File: src/rtl/mbc1_pkg.sv
// Shared types, codes and constants for the MBC1 bank controller.
package mbc1_pkg;

	localparam int ACTION_W = 2;
	localparam int ADDR_W = 16;
	localparam int DATA_W = 8;
	localparam int ROM_ADDR_W = 21;
	localparam int ROM_BANK_W = 7;
	localparam int LOW_BANK_W = 5;
	localparam int UPPER_BANK_W = 2;
	localparam int RAM_SIZE_W = 16;
	localparam int OFF_W = 16;
	localparam int BANKS_W = 3;
	localparam int CFG_INDEX_W = 1;
	localparam int CFG_DATA_W = 16;
	localparam int RAM_BANK_BYTES = 8192;
	localparam int BANK_SHIFT = 13;
	localparam int ROM_OFF_W = 14;

	localparam logic [ACTION_W-1:0] ACT_ROM_RD = 2'd0;
	localparam logic [ACTION_W-1:0] ACT_REG_WR = 2'd1;
	localparam logic [ACTION_W-1:0] ACT_RAM_RD = 2'd2;
	localparam logic [ACTION_W-1:0] ACT_RAM_WR = 2'd3;

	localparam logic [CFG_INDEX_W-1:0] CFG_ROM_BANK_MASK = 1'd0;
	localparam logic [CFG_INDEX_W-1:0] CFG_RAM_SIZE_BYTES = 1'd1;

	localparam logic [ADDR_W-1:0] REG_GATE_END = 16'h2000;
	localparam logic [ADDR_W-1:0] REG_LOW_END = 16'h4000;
	localparam logic [ADDR_W-1:0] REG_UPPER_END = 16'h6000;
	localparam logic [ADDR_W-1:0] RAM_BASE = 16'hA000;
	localparam logic [3:0] GATE_OPEN_CODE = 4'hA;
	localparam logic [DATA_W-1:0] READ_MISS = 8'hFF;

	typedef struct packed {
		logic [ROM_ADDR_W-1:0] rom_address;
		logic                  ram_hit;
		logic [OFF_W-1:0]      store_addr;
		logic                  dirty_next;
	} dec_t;

	function automatic logic [UPPER_BANK_W-1:0] bank_wrap(
		input logic [UPPER_BANK_W-1:0] upper,
		input logic [BANKS_W-1:0]      banks
	);
		logic [BANKS_W-1:0] r;
		r = BANKS_W'(upper);
		for (int i = 0; i < 3; i++) begin
			if (r >= banks)
				r = r - banks;
		end
		return r[UPPER_BANK_W-1:0];
	endfunction

endpackage

File: src/rtl/mbc1_regs.sv
// Bank, mode, gate and configuration registers with the access decode.
module mbc1_regs #(
	parameter int RAM_BYTES_MAX = 32768
) (
	input  logic                               clk,
	input  logic                               arst_n,
	input  logic                               cfg_we,
	input  logic [mbc1_pkg::CFG_INDEX_W-1:0]   cfg_index,
	input  logic [mbc1_pkg::CFG_DATA_W-1:0]    cfg_wdata,
	input  logic                               acc,
	input  logic [mbc1_pkg::ACTION_W-1:0]      action,
	input  logic [mbc1_pkg::ADDR_W-1:0]        address,
	input  logic [mbc1_pkg::DATA_W-1:0]        write_data,
	output mbc1_pkg::dec_t                     dec
);
	import mbc1_pkg::*;

	logic [ROM_BANK_W-1:0]   rom_mask_q;
	logic [RAM_SIZE_W-1:0]   ram_size_q;
	logic [LOW_BANK_W-1:0]   bank_lo_q;
	logic [UPPER_BANK_W-1:0] upper_bank_q;
	logic                    mode_q;
	logic                    gate_q;
	logic                    dirty_q;

	logic [RAM_SIZE_W-1:0]   fitted;
	logic [BANKS_W-1:0]      banks;
	logic [UPPER_BANK_W-1:0] ram_page;
	logic [OFF_W-1:0]        offset;
	logic                    hit;
	logic [ROM_BANK_W-1:0]   rom_bank;
	logic [LOW_BANK_W-1:0]   low_next;

	always_comb begin
		fitted = (ram_size_q > RAM_SIZE_W'(RAM_BYTES_MAX)) ? RAM_SIZE_W'(RAM_BYTES_MAX)
			: ram_size_q;
		banks = BANKS_W'(fitted >> BANK_SHIFT);
		ram_page = (mode_q && banks != '0) ? bank_wrap(upper_bank_q, banks) : '0;
		offset = (OFF_W'(ram_page) << BANK_SHIFT) + (address - RAM_BASE);
		hit = gate_q && fitted != '0 && address >= RAM_BASE && offset < fitted;

		if (address < REG_LOW_END)
			rom_bank = mode_q ? {upper_bank_q, LOW_BANK_W'(0)} : '0;
		else
			rom_bank = {upper_bank_q, bank_lo_q};
		rom_bank = rom_bank & rom_mask_q;

		dec.rom_address = (action == ACT_ROM_RD) ?
			{rom_bank, address[ROM_OFF_W-1:0]} : '0;
		dec.ram_hit = hit && (action == ACT_RAM_RD || action == ACT_RAM_WR);
		dec.store_addr = offset;
		dec.dirty_next = dirty_q || (hit && action == ACT_RAM_WR);

		low_next = write_data[LOW_BANK_W-1:0];
		if (low_next == '0)
			low_next = LOW_BANK_W'(1);
	end

	always_ff @(posedge clk or negedge arst_n) begin
		if (!arst_n) begin
			rom_mask_q <= ROM_BANK_W'(1);
			ram_size_q <= '0;
		end else if (cfg_we) begin
			case (cfg_index)
				CFG_ROM_BANK_MASK:  rom_mask_q <= cfg_wdata[ROM_BANK_W-1:0];
				CFG_RAM_SIZE_BYTES: ram_size_q <= cfg_wdata[RAM_SIZE_W-1:0];
				default: ;
			endcase
		end
	end

	always_ff @(posedge clk or negedge arst_n) begin
		if (!arst_n) begin
			bank_lo_q <= LOW_BANK_W'(1);
			upper_bank_q <= '0;
			mode_q <= 1'b0;
			gate_q <= 1'b0;
			dirty_q <= 1'b0;
		end else if (acc) begin
			dirty_q <= dec.dirty_next;
			if (action == ACT_REG_WR) begin
				if (address < REG_GATE_END)
					gate_q <= (write_data[3:0] == GATE_OPEN_CODE);
				else if (address < REG_LOW_END)
					bank_lo_q <= low_next;
				else if (address < REG_UPPER_END)
					upper_bank_q <= write_data[UPPER_BANK_W-1:0];
				else
					mode_q <= write_data[0];
			end
		end
	end

	a_low_bank_nonzero: assert property (@(posedge clk) disable iff (!arst_n)
		bank_lo_q != '0) else $error("low bank register holds zero");

	a_hit_needs_gate: assert property (@(posedge clk) disable iff (!arst_n)
		dec.ram_hit |-> gate_q && dec.store_addr < fitted)
		else $error("RAM hit outside open fitted RAM");

endmodule

File: config.mk
export PLATFORM = sky130hd
export DESIGN_NAME = mbc1_regs
export DESIGN_NICKNAME = d
export VERILOG_FILES = /design/src/rtl/mbc1_pkg.sv /design/src/rtl/mbc1_regs.sv
export SDC_FILE = /design/constraint.sdc
export NUM_CORES = 1
export LEC_CHECK = 0
export ABC_AREA = 0
export BUFFER_PORTS_ARGS = -buffer_cell sky130_fd_sc_hd__buf_2
export CELL_PAD_IN_SITES_DETAIL_PLACEMENT = 1
export CELL_PAD_IN_SITES_GLOBAL_PLACEMENT = 1
export CORE_MARGIN = 2
export CORE_UTILIZATION = 30
export DETAILED_ROUTE_END_ITERATION = 8
export PLACE_DENSITY = 0.7
export RECOVER_POWER = 50
export SKIP_LAST_GASP = 1
export SLEW_MARGIN = 40
export SYNTH_ARGS = -nofsm -noshare
export SYNTH_HDL_FRONTEND = slang
export SYNTH_SLANG_ARGS = --single-unit
export TNS_END_PERCENT = 10
File: constraint.sdc
create_clock -name clk -period 6.9 [get_ports clk]
set_clock_uncertainty 0.2 [all_clocks]
set_input_delay 1.035 -clock clk [delete_from_list [all_inputs] [get_ports clk]]
set_output_delay 1.035 -clock clk [all_outputs]
set_load 0.005 [all_outputs]
==> results.cfg, run 1 <==
[floorplan]
core-area_um2 = 8090
dieArea_um2 = 8990
fp.dieH_um = 94.8
start_util = 0.306
pin_count = 86
row_count = 33
die_x_um = 94.8

[routing]
drt_iter0_markers = 77
viasPerCell = 4.92
via_count = 2229
wl_per_cell_um = 16.0
drtPass1Iterations = 4
drt_wl_total_mm = 7.25
antenna_left = 0
drc = 0

[synthesis]
yosys.area_share.adder = 0.143
ys_types = 48
syn_inst = 250
synth_mux_area_frac = 0.151
ys_seq_area_frac = 0.335
synth_top_family_by_area = simple AND/OR/NAND/NOR gates
synth_flop_cell = dfrtp_1
synth_area_um2 = 2470
syn_avg_cell_area_um2 = 9.89
yosys-top-cells-area = dfrtp_1, mux2_2, ha_1, and2_1, buf_4
yosys.area.top_type = dfrtp_1
netlist.area_leader.share = 0.314
yosysMostFrequentCell = dfrtp_1
syn_nets = 324
yosysWarnings = 0
synth-seq-cells = 33
synth_enable_flop_cells = 0
synthTopCellsByCount = dfrtp_1, mux2_2, ha_1, nand2_1, and2_1
synth-xor-area-share = 0.0142
synth-simple-area-share = 0.195
ys_async_sr_fraction = 1.00
synth_compound_area_frac = 0.0936

[status]
violations = max-capacitance violations, max-slew violations
status = complete, but fails checks

[setup_path]
startpoint_type = flop
crit_fanout = 4
path_class = flop to output port
endpoint_kind = output port
required_ps = 5660
worstPathArrival_ps = 5650

[sta]
hold_viol_final = 0
fmax_mhz = 145
setup_violations = 0
fin_ws_ps = 15.8
final.setup.tns_ps = 0
worst_slew_pin_slew_ps = 1780
rsz0062_at_grt = yes
slew_viol_final = 34
slew_headroom = -0.187
post-route-min-period_ps = 6880
period_share = 0.998

[layout]
nets = 421
drive_above_1_share = 0.523
area_growth_pct = 38.6
instances_no_fill = 453
utilization = 0.424
antenna_cells = 0

[power]
power_density_nw_per_um2 = 309
ir_worst_vdd_mv = 0.154
power_leakage_nw = 1.66

[global_route]
grt_max_degree = 34
grt_overflow_total = 0
grt_use_total = 0.173
antenna_found_initial = 0
grt_pass1_vias = 2474
grt_pass1_wl_mm = 11.8

[placement]
dpl.hpwl_mm = 5.50
dp_cells = 430
port-buffer-count = 82
place.gp.congestion = 0.790
pre_cts_ws_ps = -115

[clock_network]
clock_sinks = 33
root_buffer = clkbuf_8
clock_latency_ps = 300
cts_buffer_depth = 2
htreeDepth = 2
cts_made_buffers = 5
clk_pin_slew_worst_paths_ps = 70
cts_hold_buf = 0
cts_tree = done

[run]
maxCapViolCount = 1

[min_path]
hp-class = flop to flop
[final timing paths]
kind,end,from,slack [ps],cells after the start
max,dec[0],ram_size_q[15]$_DFFE_PN0P_,20,26
min in group asynchronous,ram_size_q[6]$_DFFE_PN0P_,arst_n,1010,1
min reg2reg,dirty_q$_DFFE_PN0P_,dirty_q$_DFFE_PN0P_,270,1
min,dirty_q$_DFFE_PN0P_,dirty_q$_DFFE_PN0P_,270,1
max in group asynchronous,mode_q$_DFFE_PN0P_,arst_n,4470,1
max reg2reg,dirty_q$_DFFE_PN0P_,ram_size_q[15]$_DFFE_PN0P_,1180,27
[placed cells by master (no fill, tap or decap), types with 8 or more instances in the layout]
cell,synthesis,final
a21oi_1,10,8
and2_1,16,15
buf_2,1,79
buf_4,13,25
dfrtp_1,31,31
ha_1,25,20
mux2_2,30,30
nand2_1,25,24
nor2_1,13,11
[through the flow]
step / power [W] / cell area, um^2 / hold slack (ps)
CTS: 0.000996 / 3320 / 275
global route: 0.00114 / 3430 / 289
detailed placement: 0.000637 / 2970 / 259
floorplan: 0.000498 / 2470 / 238
finish: 0.00106 / 3430 / 275
global placement: 0.000617 / 2970 / 253
[what timing repair did]
item / CTS / global route
setup endpoints to repair: 2 / 2
resized for setup: 27 / 14
gates cloned: 0 / 0
pin swaps: 22 / 16
setup buffers: 13 / 3
[kinds of logic (layout without fill, tap and decap cells)]
logic type | Yosys count | in the layout
simple gates | 90 | 90
compound gates | 33 | 33
mux | 33 | 33
flops | 33 | 33
buf+inv | 30 | 128
fa+ha+maj | 27 | 27
xor+xnor | 4 | 4
[layer usage]
metal	GRT usage	routed length (um)	vias to the layer above
li1	-	-	1069
met5	0	0	-
met4	0.0543	159	0
met2	0.311	3620	62
met3	0.0327	340	11
met1	0.208	3140	1087
[area by class of cell]
cell class | instances | area (um^2)
Fill cell | 942 | 4660
Multi-Input combinational cell | 187 | 1670
Sequential cell | 33 | 828
Timing Repair Buffer | 108 | 613
Tap cell | 105 | 131
Clock buffer | 5 | 68.8
Clock inverter | 3 | 68.8
Inverter | 12 | 47.5
[power breakdown]
group	switching, W	internal [W]	total, W
registers	0.0000269	0.000225	0.000252
clock network	0.0000802	0.000145	0.000226
logic	0.000277	0.000305	0.000582
[sequential cells by signal, indices dropped and copies added, names as in the netlist]
register,cells
ram_size_q,16
upper_bank_q,2
gate_q,1
dirty_q,1
bank_lo_q,5
mode_q,1
rom_mask_q,7
[critical path, cell delays in order (launching register included)]
cell and delay, ps:
dfrtp_1 430, nand2b_4 170, inv_4 60, ha_4 120
inv_2 40, fa_1 490, mux2i_1 90, buf_4 140
buf_4 120, buf_4 140, fa_2 540, mux2i_1 80
ha_1 350, o21ai_4 90, a21o_1 200, buf_4 130
a211o_1 320, ha_1 210, inv_2 70, ha_4 150
xor2_4 170, xnor2_2 100, ha_4 170, nand4b_1 230
a2111oi_4 420, a31o_2 220, buf_6 90
(Power assumes the default switching activity.)
==> run 2, diff against run 1 <==
ABC_AREA = 1   (was 0)
PLACE_DENSITY = 0.74   (was 0.7)
SKIP_LAST_GASP = unset   (was 1)
==> results.cfg, run 2 <==
[status]
status = complete, but fails checks
violations = max-capacitance violations, max-slew violations, negative setup slack

[synthesis]
ys_types = 32
yosys.area.top_type = dfrtp_1
synthTopCellsByCount = nand2_1, inv_1, nor2_1
ys_seq_area_frac = 0.331
synth_area_um2 = 2510
synth-seq-cells = 33
netlist.area_leader.share = 0.310
ys_async_sr_fraction = 1.00
yosysWarnings = 0
synth_enable_flop_cells = 0
syn_inst = 343
synth_flop_cell = dfrtp_1
syn_avg_cell_area_um2 = 7.31
yosysMostFrequentCell = nand2_1
syn_nets = 417
yosys-top-cells-area = dfrtp_1, ha_1, nand2_1, inv_1, nor2_1

[layout]
antenna_cells = 0
utilization = 0.435
largest_register_ffs = 16
instances_no_fill = 569
top_register = ram_size_q
area_growth_pct = 41.8
final_common_cell = nand2_1
fill_cells = 1055
nets = 537
drive_above_1_share = 0.384
reg_top3 = ram_size_q (16), rom_mask_q (7), bank_lo_q (5)
final_cell_mix = nand2_1, buf_2, buf_4

[global_route]
grt_use_total = 0.182
grt_pass1_wl_mm = 12.7
grt_pass1_vias = 2669
grt_overflow_total = 0
antenna_found_initial = 0
grt_max_degree = 34

[setup_path]
path_class = flop to flop
reg2reg_slack_ps = -280
worstPathArrival_ps = 7170
critical_path.top_delay_family = adder cells
worst-path-buf-inv = 21
r2r-start = ram_size_q[1]$_DFFE_PN0P_
crit_top_cell = buf_4
cp_slowest_stage_delay_ps = 490
reg2reg_to = dirty_q$_DFFE_PN0P_
cp_slowest_cell = fa_1
startpoint_type = flop
crit_fanout = 4
required_ps = 6890
endpoint_kind = flop
r2r.worst_path.cells = 50

[placement]
dpl.hpwl_mm = 5.88
dp_cells = 523
pre_cts_ws_ps = -219
place.gp.congestion = 0.797
port-buffer-count = 82

[sta]
fmax_mhz = 139
holdWs_ps = 279
slew_viol_final = 34
worst_slew_pin_slew_ps = 1830
setup_violations = 3
hold_viol_final = 0
post-route-min-period_ps = 7180
rsz0062_at_grt = yes
fin_ws_ps = -281
slew_headroom = -0.220
period_share = 1.04

[clock_network]
cts_tree = done
clk_pin_slew_worst_paths_ps = 80
clock_sinks = 33
clock_latency_ps = 290
cts_made_buffers = 5
root_buffer = clkbuf_8
cts_buffer_depth = 2
htreeDepth = 2
cts_hold_buf = 0

[power]
power_density_nw_per_um2 = 252
ir_worst_vdd_mv = 0.105
power_leakage_nw = 1.92
fin_total_pwr_w = 0.000896

[routing]
drtPass1Iterations = 4
drt_wl_total_mm = 8.16
antenna_left = 0
drt_iter0_markers = 94
wl_per_cell_um = 14.3
drc = 0
via_count = 2636
viasPerCell = 4.63

[floorplan]
fp.dieH_um = 95.4
dieArea_um2 = 9100
row_count = 33
die_x_um = 95.4
start_util = 0.307
core-area_um2 = 8180
pin_count = 86

[min_path]
hold_end = dirty_q$_DFFE_PN0P_
min_from = dirty_q$_DFFE_PN0P_
hp-class = flop to flop
whs_path_depth = 2

[run]
maxCapViolCount = 1
run 2: worst register-to-register path, delay by kind of cell, from the launching register on:
family / cells / cell delay (ps)
simple gates: 13 / 1090
xor+xnor: 2 / 310
flops: 1 / 420
compound gates: 7 / 1080
fa+ha+maj: 7 / 2060
buf+inv: 21 / 1940
run 2: layout make-up:
class,count,area [um^2],share of cell area
clock inverter,2,37.5,0.0106
sequential,33,828,0.233
multi-input combinational,238,1490,0.420
timing repair buffer,131,774,0.218
tap,105,131,0.0370
clock buffer,6,82.6,0.0232
inverter,54,208,0.0584
run 2: through the flow:
step	setup TNS, ps	cell area, um^2
finish	-703	3550
global route	-2210	3550
CTS	-506	3420
detailed placement	-383	3010
global placement	0	3010
floorplan	0	2510
run 2: report_power, final:
group | total (W) | switching (W) | internal, W
Clock | 0.000198 | 0.0000808 | 0.000117
Combinational | 0.000453 | 0.000226 | 0.000227
Sequential | 0.000245 | 0.0000221 | 0.000223
run 2: kinds of logic (layout without fill, tap and decap cells):
family                     count (synthesis)  count (layout)  synth area share
AOI/OAI and AO/OA                         48              48             0.104
adders and majority gates                 27              27             0.141
and+or+nand+nor                          152             152             0.251
buffers and inverters                     72             193             0.128
DFF                                       33              33             0.331
xor gates and xnor gates                   4               4            0.0140
muxes                                      7               7            0.0315
run 2: worst max path at each step:
stage	from	endpoint	slack (ps)	depth (start not counted)
6_report	ram_size_q[1]$_DFFE_PN0P_	dirty_q$_DFFE_PN0P_	-280	50
5_1_grt	ram_size_q[15]$_DFFE_PN0P_	dirty_q$_DFFE_PN0P_	-670	55
4_1_cts	ram_size_q[13]$_DFFE_PN0P_	dec[0]	-200	39
3_5_place_dp	ram_size_q[10]$_DFFE_PN0P_	dec[0]	-220	38
3_3_place_gp	ram_size_q[10]$_DFFE_PN0P_	dec[0]	40	38
2_1_floorplan	ram_size_q[15]$_DFFE_PN0P_	dec[0]	520	39
run 2: routing by layer:
metal | vias to the layer above | wire length, um | GRT usage | part of all wire
li1 | 1306 | - | - | -
met4 | 0 | 172 | 0.0488 | 0.021
met1 | 1234 | 3470 | 0.225 | 0.43
met2 | 78 | 4100 | 0.329 | 0.50
met3 | 18 | 413 | 0.0261 | 0.051
met5 | - | 0 | 0 | 0
run 2: repair_timing:
| item | CTS | global route |
|---|---|---|
| resized for setup | 18 | 13 |
| setup endpoints to repair | 2 | 4 |
| endpoints found under the hold margin | 0 | 0 |
| pin swaps | 22 | 15 |
| buffers inserted | 28 | 10 |
